<file path="config.mk">
export PLATFORM = sky130hd
export DESIGN_NAME = srpa_front
export DESIGN_NICKNAME = d
export VERILOG_FILES = /design/src/sv/srpa_pkg.sv /design/src/sv/srpa_front.sv
export SDC_FILE = /design/constraint.sdc
export NUM_CORES = 1
export LEC_CHECK = 0
export ABC_AREA = 1
export BUFFER_PORTS_ARGS = -buffer_cell sky130_fd_sc_hd__buf_2
export CORE_MARGIN = 5
export CORE_UTILIZATION = 54
export DETAILED_ROUTE_END_ITERATION = 8
export PLACE_DENSITY = 0.76
export SYNTH_ARGS = -nofsm -noshare
export SYNTH_HDL_FRONTEND = slang
export SYNTH_SLANG_ARGS = --single-unit
export TNS_END_PERCENT = 50
</file>
<file path="constraint.sdc">
create_clock -name clk -period 9 [get_ports clk]
set_input_delay 0.45 -clock clk [delete_from_list [all_inputs] [get_ports clk]]
set_output_delay 0.45 -clock clk [all_outputs]
set_load 0.01 [all_outputs]
</file>
<file path="src/sv/srpa_pkg.sv">
// Shared types, codes and defaults for the sparse row product accumulator.
// No dependencies; every other file refers to it by scoped names.
package srpa_pkg;

    localparam int DEF_WINDOW_COLS = 1024;
    localparam int DEF_C_ROWS      = 1024;
    localparam int DEF_C_ELEMS     = 4096;

    // request codes on req_type
    localparam logic [2:0] REQ_LOAD_PTR  = 3'd0;
    localparam logic [2:0] REQ_LOAD_ELEM = 3'd1;
    localparam logic [2:0] REQ_BEGIN     = 3'd2;
    localparam logic [2:0] REQ_LEFT      = 3'd3;
    localparam logic [2:0] REQ_DRAIN     = 3'd4;

    // result status codes
    localparam logic [1:0] ST_DRAINED       = 2'd0;
    localparam logic [1:0] ST_EMPTY         = 2'd1;
    localparam logic [1:0] ST_OUT_OF_WINDOW = 2'd2;

    typedef enum logic [2:0] {
        OP_NONE,
        OP_LOAD_PTR,
        OP_LOAD_ELEM,
        OP_BEGIN,
        OP_LEFT,
        OP_DRAIN
    } op_t;

    // one classified request, as queued between front and back
    typedef struct packed {
        op_t         op;
        logic [9:0]  row;
        logic [31:0] position;
        logic [12:0] count;
        logic [31:0] column;
        logic [31:0] value;
        logic [31:0] local_col;
        logic        in_window;
    } item_t;

    typedef enum logic [3:0] {
        BK_CLEAR,
        BK_IDLE,
        BK_PTR,
        BK_ELEM,
        BK_ACC,
        BK_UPD,
        BK_DR_LIST,
        BK_DR_ACC,
        BK_CLR_RD,
        BK_CLR_WR
    } bk_state_t;

    function automatic op_t decode_req(input logic [2:0] req);
        op_t op;
        case (req)
            REQ_LOAD_PTR:  op = OP_LOAD_PTR;
            REQ_LOAD_ELEM: op = OP_LOAD_ELEM;
            REQ_BEGIN:     op = OP_BEGIN;
            REQ_LEFT:      op = OP_LEFT;
            REQ_DRAIN:     op = OP_DRAIN;
            default:       op = OP_NONE;
        endcase
        return op;
    endfunction

endpackage

</file>
<file path="src/sv/srpa_front.sv">
// Front end: classifies incoming requests and queues them (two entries).
// Depends on srpa_pkg.
module srpa_front #(
    parameter int WINDOW_COLS = srpa_pkg::DEF_WINDOW_COLS
) (
    input  logic                clk,
    input  logic                rst_n,
    input  logic                in_valid,
    output logic                in_stall,
    input  logic [2:0]          req_type,
    input  logic [9:0]          row,
    input  logic [31:0]         position,
    input  logic [12:0]         count,
    input  logic [31:0]         column,
    input  logic signed [31:0]  value,
    input  logic [31:0]         col_base,
    input  logic                hold,
    output srpa_pkg::item_t     item,
    output logic                item_valid,
    input  logic                item_pop
);

    srpa_pkg::item_t q_reg [2];
    srpa_pkg::item_t incoming;
    logic            wr_ptr_reg, wr_ptr_next;
    logic            rd_ptr_reg, rd_ptr_next;
    logic [1:0]      cnt_reg, cnt_next;
    logic            push;

    always_comb
    begin
        incoming.op        = srpa_pkg::decode_req(req_type);
        incoming.row       = row;
        incoming.position  = position;
        incoming.count     = count;
        incoming.column    = column;
        incoming.value     = value;
        incoming.local_col = column - col_base;
        incoming.in_window = incoming.local_col < 32'(WINDOW_COLS);
    end

    assign in_stall   = hold || (cnt_reg == 2'd2);
    assign push       = in_valid && !in_stall;
    assign item       = q_reg[rd_ptr_reg];
    assign item_valid = (cnt_reg != 2'd0);

    always_comb
    begin
        wr_ptr_next = push ? !wr_ptr_reg : wr_ptr_reg;
        rd_ptr_next = item_pop ? !rd_ptr_reg : rd_ptr_reg;
        cnt_next    = cnt_reg + 2'(push) - 2'(item_pop);
    end

    always_ff @(posedge clk)
    begin
        if (push)
        begin
            q_reg[wr_ptr_reg] <= incoming;
        end
    end

    always_ff @(posedge clk or negedge rst_n)
    begin
        if (!rst_n)
        begin
            wr_ptr_reg <= 1'b0;
            rd_ptr_reg <= 1'b0;
            cnt_reg    <= 2'd0;
        end
        else
        begin
            wr_ptr_reg <= wr_ptr_next;
            rd_ptr_reg <= rd_ptr_next;
            cnt_reg    <= cnt_next;
        end
    end

endmodule

</file>
==> flow_metrics.env, run 1 <==
export IMPL_outcome="completed"
export IMPL_numClockSinks=314
export IMPL_irDropWorstVdd_uv=185
export IMPL_ctsLongestPathBuffers=3
export IMPL_dieWidth_um=172
export IMPL_synth_edff_count=310
export IMPL_clock_latency_ns=0.50
export IMPL_rows=59
export IMPL_maxCapViolCount=0
export IMPL_yosysMostFrequentCell="edfxtp_1"
export IMPL_synth_top_cell_area_share=0.661
export IMPL_avgSynthCellArea_um2=13.1
export IMPL_first_pass_iters=5
export IMPL_grt_util_all_layers=0.215
export IMPL_largest_register_ffs=310
export IMPL_nNetsFinal=1610
export IMPL_cts_tree="done"
export IMPL_postSynth_asyncResetShare=0.0127
export IMPL_die_y_um=172
export IMPL_grt_pass1_vias=9112
export IMPL_synth_area_mm2=0.0141
export IMPL_drt_iter0_drc=728
export IMPL_finClkSkew_ns=0.0105
export IMPL_slew_viol_final=0
export IMPL_path_clk_slew_ns=0.06
export IMPL_place_gp_congestion=0.925
export IMPL_synth_cells=1076
export IMPL_port_buffers=315
export IMPL_hold_path_class="in2reg"
export IMPL_leakagePower_nw=7.28
export IMPL_max_slew_margin_rel=0.383
export IMPL_worstSetupPathType="reg2out"
export IMPL_io_pins=316
export IMPL_fmax_mhz=311
export IMPL_critPathArrivalTime_ns=2.77
export IMPL_grt_pass1_wl_mm=49.1
export IMPL_final_cell_area_mm2=0.0172
export IMPL_vias=9140
export IMPL_timing_final_ws_setup_ns=5.78
export IMPL_ctsHtreeMaxLevel=2
export IMPL_ys_top_cells_by_count="edfxtp_1 (310), nand2_1 (222), inv_1 (161), mux2_2 (155), nor2_1 (42)"
export IMPL_antenna_left=0
export IMPL_antenna_found_initial=6
export IMPL_dpl_hpwl_mm=24.1
export IMPL_wl_mm=32.6
export IMPL_wl_per_cell_um=18.3
export IMPL_drc_errors=0
export IMPL_fin_crit_ns=3.22
export IMPL_areaGrowthSynthToFinish_pct=22.1
export IMPL_yosys_area_top_type="edfxtp_1"
export IMPL_hold_viol_final=0
export IMPL_grt_overflow=0
export IMPL_synthTopCellsByArea="edfxtp_1 (66%), mux2_2 (12%), nand2_1 (5.9%)"
export IMPL_numCtsBuffers=34
export IMPL_worst_setup_path_end_kind="output port"
export IMPL_cp_required_ns=8.55
export IMPL_viasPerCell=5.14
export IMPL_post_dp_cell_area_mm2=0.0161
export IMPL_synth_flop_cell="edfxtp_1"
export IMPL_ys_types=30
export IMPL_timing_setup_tns_ns=0
export IMPL_setup_viol=0
export IMPL_drive_gt1_frac=0.388
export IMPL_rsz0062_at_grt="false"
export IMPL_die_area_mm2=0.0294
export IMPL_start_kind="flip-flop"
export IMPL_power_density_mw_per_mm2=263
export IMPL_grt_max_degree=144
export IMPL_syn_nets=1269
export IMPL_worst_slew_pin_slew_ns=0.926
export IMPL_ys_seq_area_frac=0.668
export IMPL_synth_seq_cells=314
export IMPL_start_util=0.545
export IMPL_clock_root_buffer="clkbuf_16"
export IMPL_core_mm2=0.0258
export IMPL_place_ws_ns=6.23
export IMPL_yosysWarningCount=0
export IMPL_crit_fanout=70
export IMPL_timing_final_crit_share=0.357
## routing by layer
| layer | vias to the layer above | share of wire | GRT usage |
|---|---|---|---|
| met5 | - | 0.0010 | 0 |
| met2 | 337 | 0.50 | 0.369 |
| met4 | 6 | 0.018 | 0.0555 |
| met3 | 46 | 0.081 | 0.0490 |
| li1 | 4401 | - | - |
| met1 | 4350 | 0.40 | 0.279 |
## cells in the final DEF, fill, tap and decap left out, drive strengths merged
cell type / instances
inv: 165
dfrtp: 4
or2: 1
nor2: 49
buf: 321
clkinvlp: 2
nor4: 1
nand3b: 5
diode: 3
bufinv: 3
clkbuf: 43
nand2: 232
nor3b: 1
ha: 33
fa: 1
clkinv: 12
o21ai: 7
nand3: 34
nor3: 9
edfxtp: 310
mux2: 155
o21bai: 5
xor2: 11
and2: 2
xnor2: 3
a21oi: 23
nand4: 8
dlygate4sd3: 1
## critical path, cell delays in order (launching register included)
cell and delay (ns):
dfrtp_4 0.77, buf_4 0.82, mux2_2 0.45, buf_2 0.15
## report_power, final
part | switching (mW) | internal [mW]
registers | 0.0760 | 1.84
clock network | 0.529 | 0.810
logic | 0.710 | 0.562
## through the flow
step	instances	power (mW)	hold WS [ns]	utilization
floorplan	1076	2.78	0.154	-
global placement	1715	3.21	0.260	0.622
detailed placement	1715	3.23	0.262	0.622
CTS	1776	4.58	0.109	0.665
global route	1779	4.74	0.108	0.665
finish	1779	4.52	0.131	0.665
## cells by family (layout without fill, tap and decap cells)
| kind of cell | count (synthesis) | in the layout | synth area share |
|---|---|---|---|
| compound gates | 35 | 35 | 0.0139 |
| other cells | 0 | 3 | 0 |
| xor+xnor | 14 | 14 | 0.00871 |
| simple gates | 342 | 342 | 0.105 |
| flops | 314 | 314 | 0.668 |
| buf+inv | 182 | 547 | 0.0496 |
| fa+ha+maj | 34 | 34 | 0.0307 |
| mux | 155 | 155 | 0.124 |
## area by class of cell
cell class / instances / area [um2]
antenna: 3 / 7.51
clock buffer: 43 / 916
clock inverter: 17 / 180
fill: 1890 / 8640
inverter: 165 / 619
multi-input combinational: 580 / 3990
sequential: 314 / 9410
tap: 335 / 419
timing repair buffer: 322 / 1640
## repair_timing
item	CTS	global route
hold buffers	1	0
hold endpoints to repair	4	0
gates resized for setup	0	0
buffers inserted	0	0
## final timing paths
check                                       start                endpoint  slack [ns]  cells past startpoint
max                        rd_ptr_reg$_DFFE_PN0P_               item[125]        5.78                      3
min reg2reg                  cnt_reg[0]$_DFF_PN0_    cnt_reg[0]$_DFF_PN0_        0.56                      1
min in group asynchronous                   rst_n  wr_ptr_reg$_DFFE_PN0P_        0.30                      2
max reg2reg                  cnt_reg[0]$_DFF_PN0_  q_reg[1][62]$_DFFE_PP_        6.39                      6
min                                      value[7]  q_reg[0][40]$_DFFE_PP_        0.13                      1
max in group asynchronous                   rst_n  rd_ptr_reg$_DFFE_PN0P_        8.56                      2
No activity file was read; power rests on OpenSTA's default activity.
==> run 2, diff against run 1 <==
Settings changed: ABC_AREA 1 to 0.
Clock period 9 ns to 3 ns, I/O delays scaled along.
==> run 2 against run 1 <==
  * Non-clock buffer count grew 225
  * Via count shrank 2.8%
  * Hold slack lost 0.061 ns
  * Final area grew 6.3%
  * Synthesized cell count shrank 27%
  * Combinational power grew to 3.3 times the previous value
  * Critical path type is now in2reg
  * Critical path depth grew 10
  * Global-route usage grew 1.5 points
  * Worst setup slack lost 5.8 ns
==> flow_metrics.env, run 2 <==
export IMPL_outcome="completed"
export IMPL_rr_endpoint="q_reg[0][10]$_DFFE_PP_"
export IMPL_dpl_hpwl_mm=21.0
export IMPL_port_buffers=315
export IMPL_yosysWarningCount=0
export IMPL_grt_pass1_wl_mm=51.4
export IMPL_seqPwrFrac=0.422
export IMPL_antenna_left=0
export IMPL_worstReg2RegStart="cnt_reg[0]$_DFF_PN0_"
export IMPL_synth_area_mm2=0.0132
export IMPL_fmax_mhz=335
export IMPL_largest_register_ffs=310
export IMPL_cp_startpoint="column[0]"
export IMPL_io_pins=316
export IMPL_worst_slew_pin_slew_ns=0.696
export IMPL_power_internal_mw=9.58
export IMPL_setup_viol=0
export IMPL_power_density_mw_per_mm2=740
export IMPL_multi_input_area_mm2=0.00364
export IMPL_p_total_mw=13.5
export IMPL_worst_setup_path_end_kind="flip-flop"
export IMPL_grt_pass1_vias=9423
export IMPL_grt_max_degree=78
export IMPL_grt_use_met1=0.283
export IMPL_postSynth_asyncResetShare=0.0127
export IMPL_ctsHtreeMaxLevel=1
export IMPL_regArea_mm2=0.00941
export IMPL_r2r_slack_ns=0.94
export IMPL_numClockSinks=314
export IMPL_drive_gt1_frac=0.469
export IMPL_viasPerCell=5.27
export IMPL_place_gp_congestion=0.850
export IMPL_grt_util_all_layers=0.230
export IMPL_worstSetupEndpoint="q_reg[0][0]$_DFFE_PP_"
export IMPL_clock_root_buffer="clkbuf_16"
export IMPL_synth_top_cell_area_share=0.704
export IMPL_worstSetupPathType="in2reg"
export IMPL_irDropWorstVdd_uv=514
export IMPL_maxCapViolCount=0
export IMPL_num_antenna_cells=0
export IMPL_die_y_um=167
export IMPL_core_mm2=0.0242
export IMPL_crit_fanout=4
export IMPL_cts_setup_buffers=0
export IMPL_ctsLongestPathBuffers=3
export IMPL_drc_errors=0
export IMPL_clock_latency_ns=0.55
export IMPL_cts_tree="done"
export IMPL_grtUsageMet3=0.0543
export IMPL_grt_overflow=0
export IMPL_hold_viol_final=0
export IMPL_start_util=0.546
export IMPL_place_ws_ns=-0.635
export IMPL_cp_required_ns=3.35
export IMPL_power_share_clock=0.264
export IMPL_final_cell_mix="buf_2 (315), edfxtp_1 (310), mux2_2 (155), dlygate4sd3_1 (127), buf_4 (97)"
export IMPL_ys_types=52
export IMPL_synth_edff_count=310
export IMPL_antenna_found_initial=1
export IMPL_max_slew_margin_rel=0.535
export IMPL_syn_nets=977
export IMPL_fill_cells=1481
export IMPL_timing_final_crit_share=0.995
export IMPL_dp_cells=1504
export IMPL_rsz0062_at_grt="true"
export IMPL_path_clk_slew_ns=0.06
export IMPL_critPathArrivalTime_ns=3.34
export IMPL_ys_top_cells_by_count="edfxtp_1 (310), mux2_2 (155), inv_1 (43), ha_1 (33), a21oi_1 (25)"
export IMPL_use_met2=0.411
export IMPL_hold_path_class="in2reg"
export IMPL_start_kind="input port"
export IMPL_slew_viol_final=0
export IMPL_avgSynthCellArea_um2=16.9
export IMPL_rows=57
export IMPL_fin_crit_ns=2.98
export IMPL_timing_setup_tns_ns=0
export IMPL_timing_final_ws_setup_ns=0.0156
export IMPL_leakagePower_nw=7.27
export IMPL_areaGrowthSynthToFinish_pct=38.1
export IMPL_finClkSkew_ns=0.0165
export IMPL_die_area_mm2=0.0277
export IMPL_final_util=0.754
export IMPL_synth_seq_cells=314
export IMPL_p_sw_mw=3.94
export IMPL_switching_share=0.291
export IMPL_drt_iter0_drc=565
export IMPL_rr_worst_depth=5
export IMPL_yosys_area_top_type="edfxtp_1"
export IMPL_grt_busiest_layer="met2"
export IMPL_wl_per_cell_um=19.5
export IMPL_instances_no_fill=1686
export IMPL_yosysMostFrequentCell="edfxtp_1"
export IMPL_first_pass_iters=5
export IMPL_layout_commonest_cell="buf_2"
export IMPL_p_comb_frac=0.314
export IMPL_synth_cells=784
export IMPL_numCtsBuffers=31
export IMPL_nNetsFinal=1533
export IMPL_wl_mm=32.8
export IMPL_synth_flop_cell="edfxtp_1"
export IMPL_ys_seq_area_frac=0.711
export IMPL_synthTopCellsByArea="edfxtp_1 (70%), mux2_2 (13%), ha_1 (3.1%)"
export IMPL_dieWidth_um=167
export IMPL_vias=8883
run 2: changes by cell type after synthesis, moves of 6 or more:
| cell | delta |
|---|---|
| nor2_2 | -6 |
| buf_2 | -11 |
| nand2_1 | -200 |
| nand2_2 | -10 |
| nor2_1 | -18 |
| inv_1 | -118 |
| a21o_1 | +12 |
| xnor2_1 | +19 |
| nand3_1 | -24 |
| clkbuf_1 | +18 |
run 2: what timing repair did:
| action | 4_1_cts | 5_1_grt |
|---|---|---|
| hold buffers | 127 | 0 |
| setup endpoints to repair | 2 | 2 |
| endpoints found under the hold margin | 250 | 0 |
| gates resized for setup | 4 | 7 |
| cloned | 0 | 0 |
run 2: through the flow:
stage,cell area (um2),hold slack [ns]
after global routing,18300,0.0578
after floorplan,13200,-0.146
after detailed placement,16000,-0.0350
final,18300,0.0698
after CTS,18200,0.0413
after global placement,16000,-0.0413
run 2: worst min-delay path by stage:
stage | startpoint | end | slack (ns) | cells after the start
final | col_base[0] | q_reg[0][1]$_DFFE_PP_ | 0.07 | 3
after global routing | col_base[0] | q_reg[0][1]$_DFFE_PP_ | 0.06 | 3
after CTS | col_base[0] | q_reg[0][1]$_DFFE_PP_ | 0.04 | 3
after detailed placement | rst_n | cnt_reg[1]$_DFF_PN0_ | -0.03 | 1
after global placement | rst_n | rd_ptr_reg$_DFFE_PN0P_ | -0.04 | 1
after floorplan | rst_n | cnt_reg[0]$_DFF_PN0_ | -0.15 | 0
run 2: power groups by stage:
stage | Sequential [mW] | Clock [mW] | Combinational, mW
finish | 5.71 | 3.57 | 4.25
floorplan | 5.72 | 0 | 2.43
CTS | 5.70 | 3.61 | 4.23
global placement | 5.75 | 0 | 4.03
detailed placement | 5.79 | 0 | 4.05
global route | 5.75 | 3.85 | 4.55
run 2: logic make-up after synthesis:
logic type	Yosys count	synth area share
DFF	314	0.711
and+or+nand+nor	86	0.0328
AOI/OAI and AO/OA	97	0.0516
adders and majority gates	34	0.0327
buffers and inverters	67	0.0191
xor gates and xnor gates	30	0.0199
muxes	156	0.133
run 2: cell type report:
| cell class | count | area share |
|---|---|---|
| Clock buffer | 47 | 0.0468 |
| Clock inverter | 8 | 0.00370 |
| Inverter | 43 | 0.00883 |
| Multi-Input combinational cell | 403 | 0.199 |
| Sequential cell | 314 | 0.515 |
| Tap cell | 324 | 0.0222 |
| Timing Repair Buffer | 547 | 0.204 |
run 2: per-layer routing:
layer	wire (um)	share of wire
met1	12700	0.39
met2	16800	0.51
met3	2390	0.073
met4	853	0.026
met5	13	0.00040
run 2: critical path, cell delays in order:
cell and delay, ns:
buf_2 0.09, inv_1 0.04, ha_1 0.22, fa_2 0.35
nor2b_2 0.17, o2111ai_2 0.13, a31o_2 0.27, o221a_2 0.28
or4_1 0.54, or4_4 0.44, nor4_4 0.17, nand4b_1 0.18
nor4b_4 0.29
==> run 3, diff against run 2 <==
Settings changed: CELL_PAD_IN_SITES_DETAIL_PLACEMENT from default to 1, CELL_PAD_IN_SITES_GLOBAL_PLACEMENT from default to 1, CORE_UTILIZATION 54 to 44, PLACE_DENSITY 0.76 to 0.75.
==> run 3 against run 2 <==
  * Via count up 1.2%
  * Non-clock buffer count unchanged
  * Critical endpoint unchanged
  * Fmax is 3.6% higher
  * Critical path type unchanged
==> flow_metrics.env, run 3 (synthesis gave the netlist of run 2 again) <==
export IMPL_setup_viol=0
export IMPL_timing_final_ws_setup_ns=0.119
export IMPL_die_area_mm2=0.0336
export IMPL_outcome="completed"
export IMPL_finClkSkew_ns=0.0168
export IMPL_cpPeakStageDelay_ns=0.53
export IMPL_numCtsBuffers=35
export IMPL_first_pass_iters=5
export IMPL_clock_latency_ns=0.51
export IMPL_grt_overflow=0
export IMPL_wl_mm=39.6
export IMPL_nNetsFinal=1537
export IMPL_slew_viol_final=0
export IMPL_final_cell_mix="buf_2 (313), edfxtp_1 (310), mux2_2 (155), dlygate4sd3_1 (123), buf_4 (102)"
export IMPL_maxCapViolCount=0
export IMPL_cp_required_ns=3.32
export IMPL_die_y_um=183
export IMPL_antenna_left=0
export IMPL_drt_iter0_drc=457
export IMPL_worst_slew_pin_slew_ns=0.609
export IMPL_viasPerCell=5.11
export IMPL_io_pins=316
export IMPL_largest_register_ffs=310
export IMPL_start_util=0.446
export IMPL_timing_final_crit_share=0.960
export IMPL_numClockSinks=314
export IMPL_cpMostUsedCell="or4_4"
export IMPL_hold_viol_final=0
export IMPL_cts_tree="done"
export IMPL_power_density_mw_per_mm2=756
export IMPL_port_buffers=315
export IMPL_worstSetupPathType="in2reg"
export IMPL_critPathSlowestCell="or4_4"
export IMPL_irDropWorstVdd_uv=568
export IMPL_crit_fanout=3
export IMPL_vias=8987
export IMPL_fin_crit_ns=2.88
export IMPL_fill_cells=2863
export IMPL_hold_path_class="in2reg"
export IMPL_antenna_found_initial=3
export IMPL_ctsLongestPathBuffers=3
export IMPL_critPathArrivalTime_ns=3.20
export IMPL_ctsHtreeMaxLevel=2
export IMPL_leakagePower_nw=7.35
export IMPL_clock_root_buffer="clkbuf_16"
export IMPL_drc_errors=0
export IMPL_cp_cell_sequence="buf_2 -> ha_4 -> a21o_1 -> a211o_1 -> o21ba_4 -> a221oi_4 -> xnor2_2 -> or4_4 -> or4_4 -> nor4_4 -> nand4b_1 -> nor4b_4"
export IMPL_grt_pass1_wl_mm=59.1
export IMPL_grt_pass1_vias=10100
export IMPL_grt_util_all_layers=0.227
export IMPL_final_util=0.628
export IMPL_drive_gt1_frac=0.487
export IMPL_grt_max_degree=95
export IMPL_place_ws_ns=-0.733
export IMPL_wl_per_cell_um=22.5
export IMPL_dpl_hpwl_mm=24.7
export IMPL_areaGrowthSynthToFinish_pct=40.6
export IMPL_dieWidth_um=183
export IMPL_timing_setup_tns_ns=0
export IMPL_core_mm2=0.0296
export IMPL_rsz0062_at_grt="true"
export IMPL_start_kind="input port"
export IMPL_max_slew_margin_rel=0.594
export IMPL_place_gp_congestion=0.838
export IMPL_worst_setup_path_end_kind="flip-flop"
export IMPL_path_clk_slew_ns=0.06
export IMPL_fmax_mhz=347
export IMPL_rows=63
export IMPL_layout_commonest_cell="buf_2"
[run 3: changes by cell type in the layout (fill, tap and decap cells not counted), moves of 4 or more]
cell	previous run	this run
clkinv_1	1	7
buf_4	97	102
clkbuf_1	14	8
clkbuf_16	31	36
dlygate4sd3_1	127	123
ha_1	33	28
ha_4	0	4
a21oi_2	1	5
a21oi_1	24	20
[run 3: worst paths after layout]
path                                           start                       to  slack, ns  depth (start not counted)
worst max-delay path                       column[4]    q_reg[0][0]$_DFFE_PP_       0.12                         12
min in group asynchronous                      rst_n     cnt_reg[1]$_DFF_PN0_       0.57                          3
max in group asynchronous                      rst_n   rd_ptr_reg$_DFFE_PN0P_       2.21                          3
worst min register to register  cnt_reg[0]$_DFF_PN0_     cnt_reg[0]$_DFF_PN0_       0.57                          1
worst max register to register  cnt_reg[0]$_DFF_PN0_  q_reg[1][127]$_DFFE_PP_       0.99                          4
worst min-delay path                     req_type[0]  q_reg[0][152]$_DFFE_PP_       0.04                          2
[run 3: per-stage QoR]
step / instance area [um2] / total power [mW] / hold WS [ns] / std cells
after floorplan: 13200 / 8.16 / -0.146 / 784
after global placement: 16000 / 9.82 / -0.0369 / 1562
after detailed placement: 16000 / 9.95 / -0.0393 / 1562
after CTS: 18400 / 14.0 / 0.000673 / 1752
after global routing: 18600 / 14.7 / 0.0231 / 1760
final: 18600 / 14.1 / 0.0447 / 1760
[run 3: routing by layer]
layer / part of all wire / vias to the layer above / wire (um) / track usage
met3: 0.064 / 75 / 2540 / 0.0476
met2: 0.53 / 306 / 21000 / 0.418
li1: - / 4154 / - / -
met5: 0.00018 / - / 7 / 0
met1: 0.38 / 4450 / 14900 / 0.264
met4: 0.029 / 2 / 1150 / 0.0706
[run 3: power by group]
part	switching (mW)	internal, mW	leakage [nW]
Sequential	0.271	5.52	2.88
Combinational	2.32	2.06	3.96
Clock	1.69	2.20	0.507
[run 3: layout make-up]
| type | instances | area, um2 | share of cell area |
|---|---|---|---|
| flip-flops and latches | 314 | 9410 | 0.506 |
| diodes | 2 | 5.00 | 0.000269 |
| inverters | 43 | 164 | 0.00881 |
| multi-input cells | 403 | 3780 | 0.203 |
| well taps | 390 | 488 | 0.0262 |
| clock buffers | 44 | 931 | 0.0501 |
| repair buffers | 547 | 3720 | 0.200 |
| clock inverters | 17 | 95.1 | 0.00511 |
[run 3: repair_timing]
item / CTS / global route
gates cloned: 0 / 0
setup buffers: 6 / 6
endpoints found under the hold margin: 245 / 0
pin swaps: 4 / 5
hold buffers: 123 / 0
endpoints found under the setup margin: 4 / 4
resized for setup: 11 / 30
[run 3: critical path: cells and delay by family]
family | cells | cell delay (ns)
adder cells (fa/ha/maj) | 1 | 0.23
AO/OA/AOI/OAI | 4 | 1.00
buffers and inverters | 1 | 0.12
XOR/XNOR | 1 | 0.13
AND/OR/NAND/NOR | 5 | 1.56
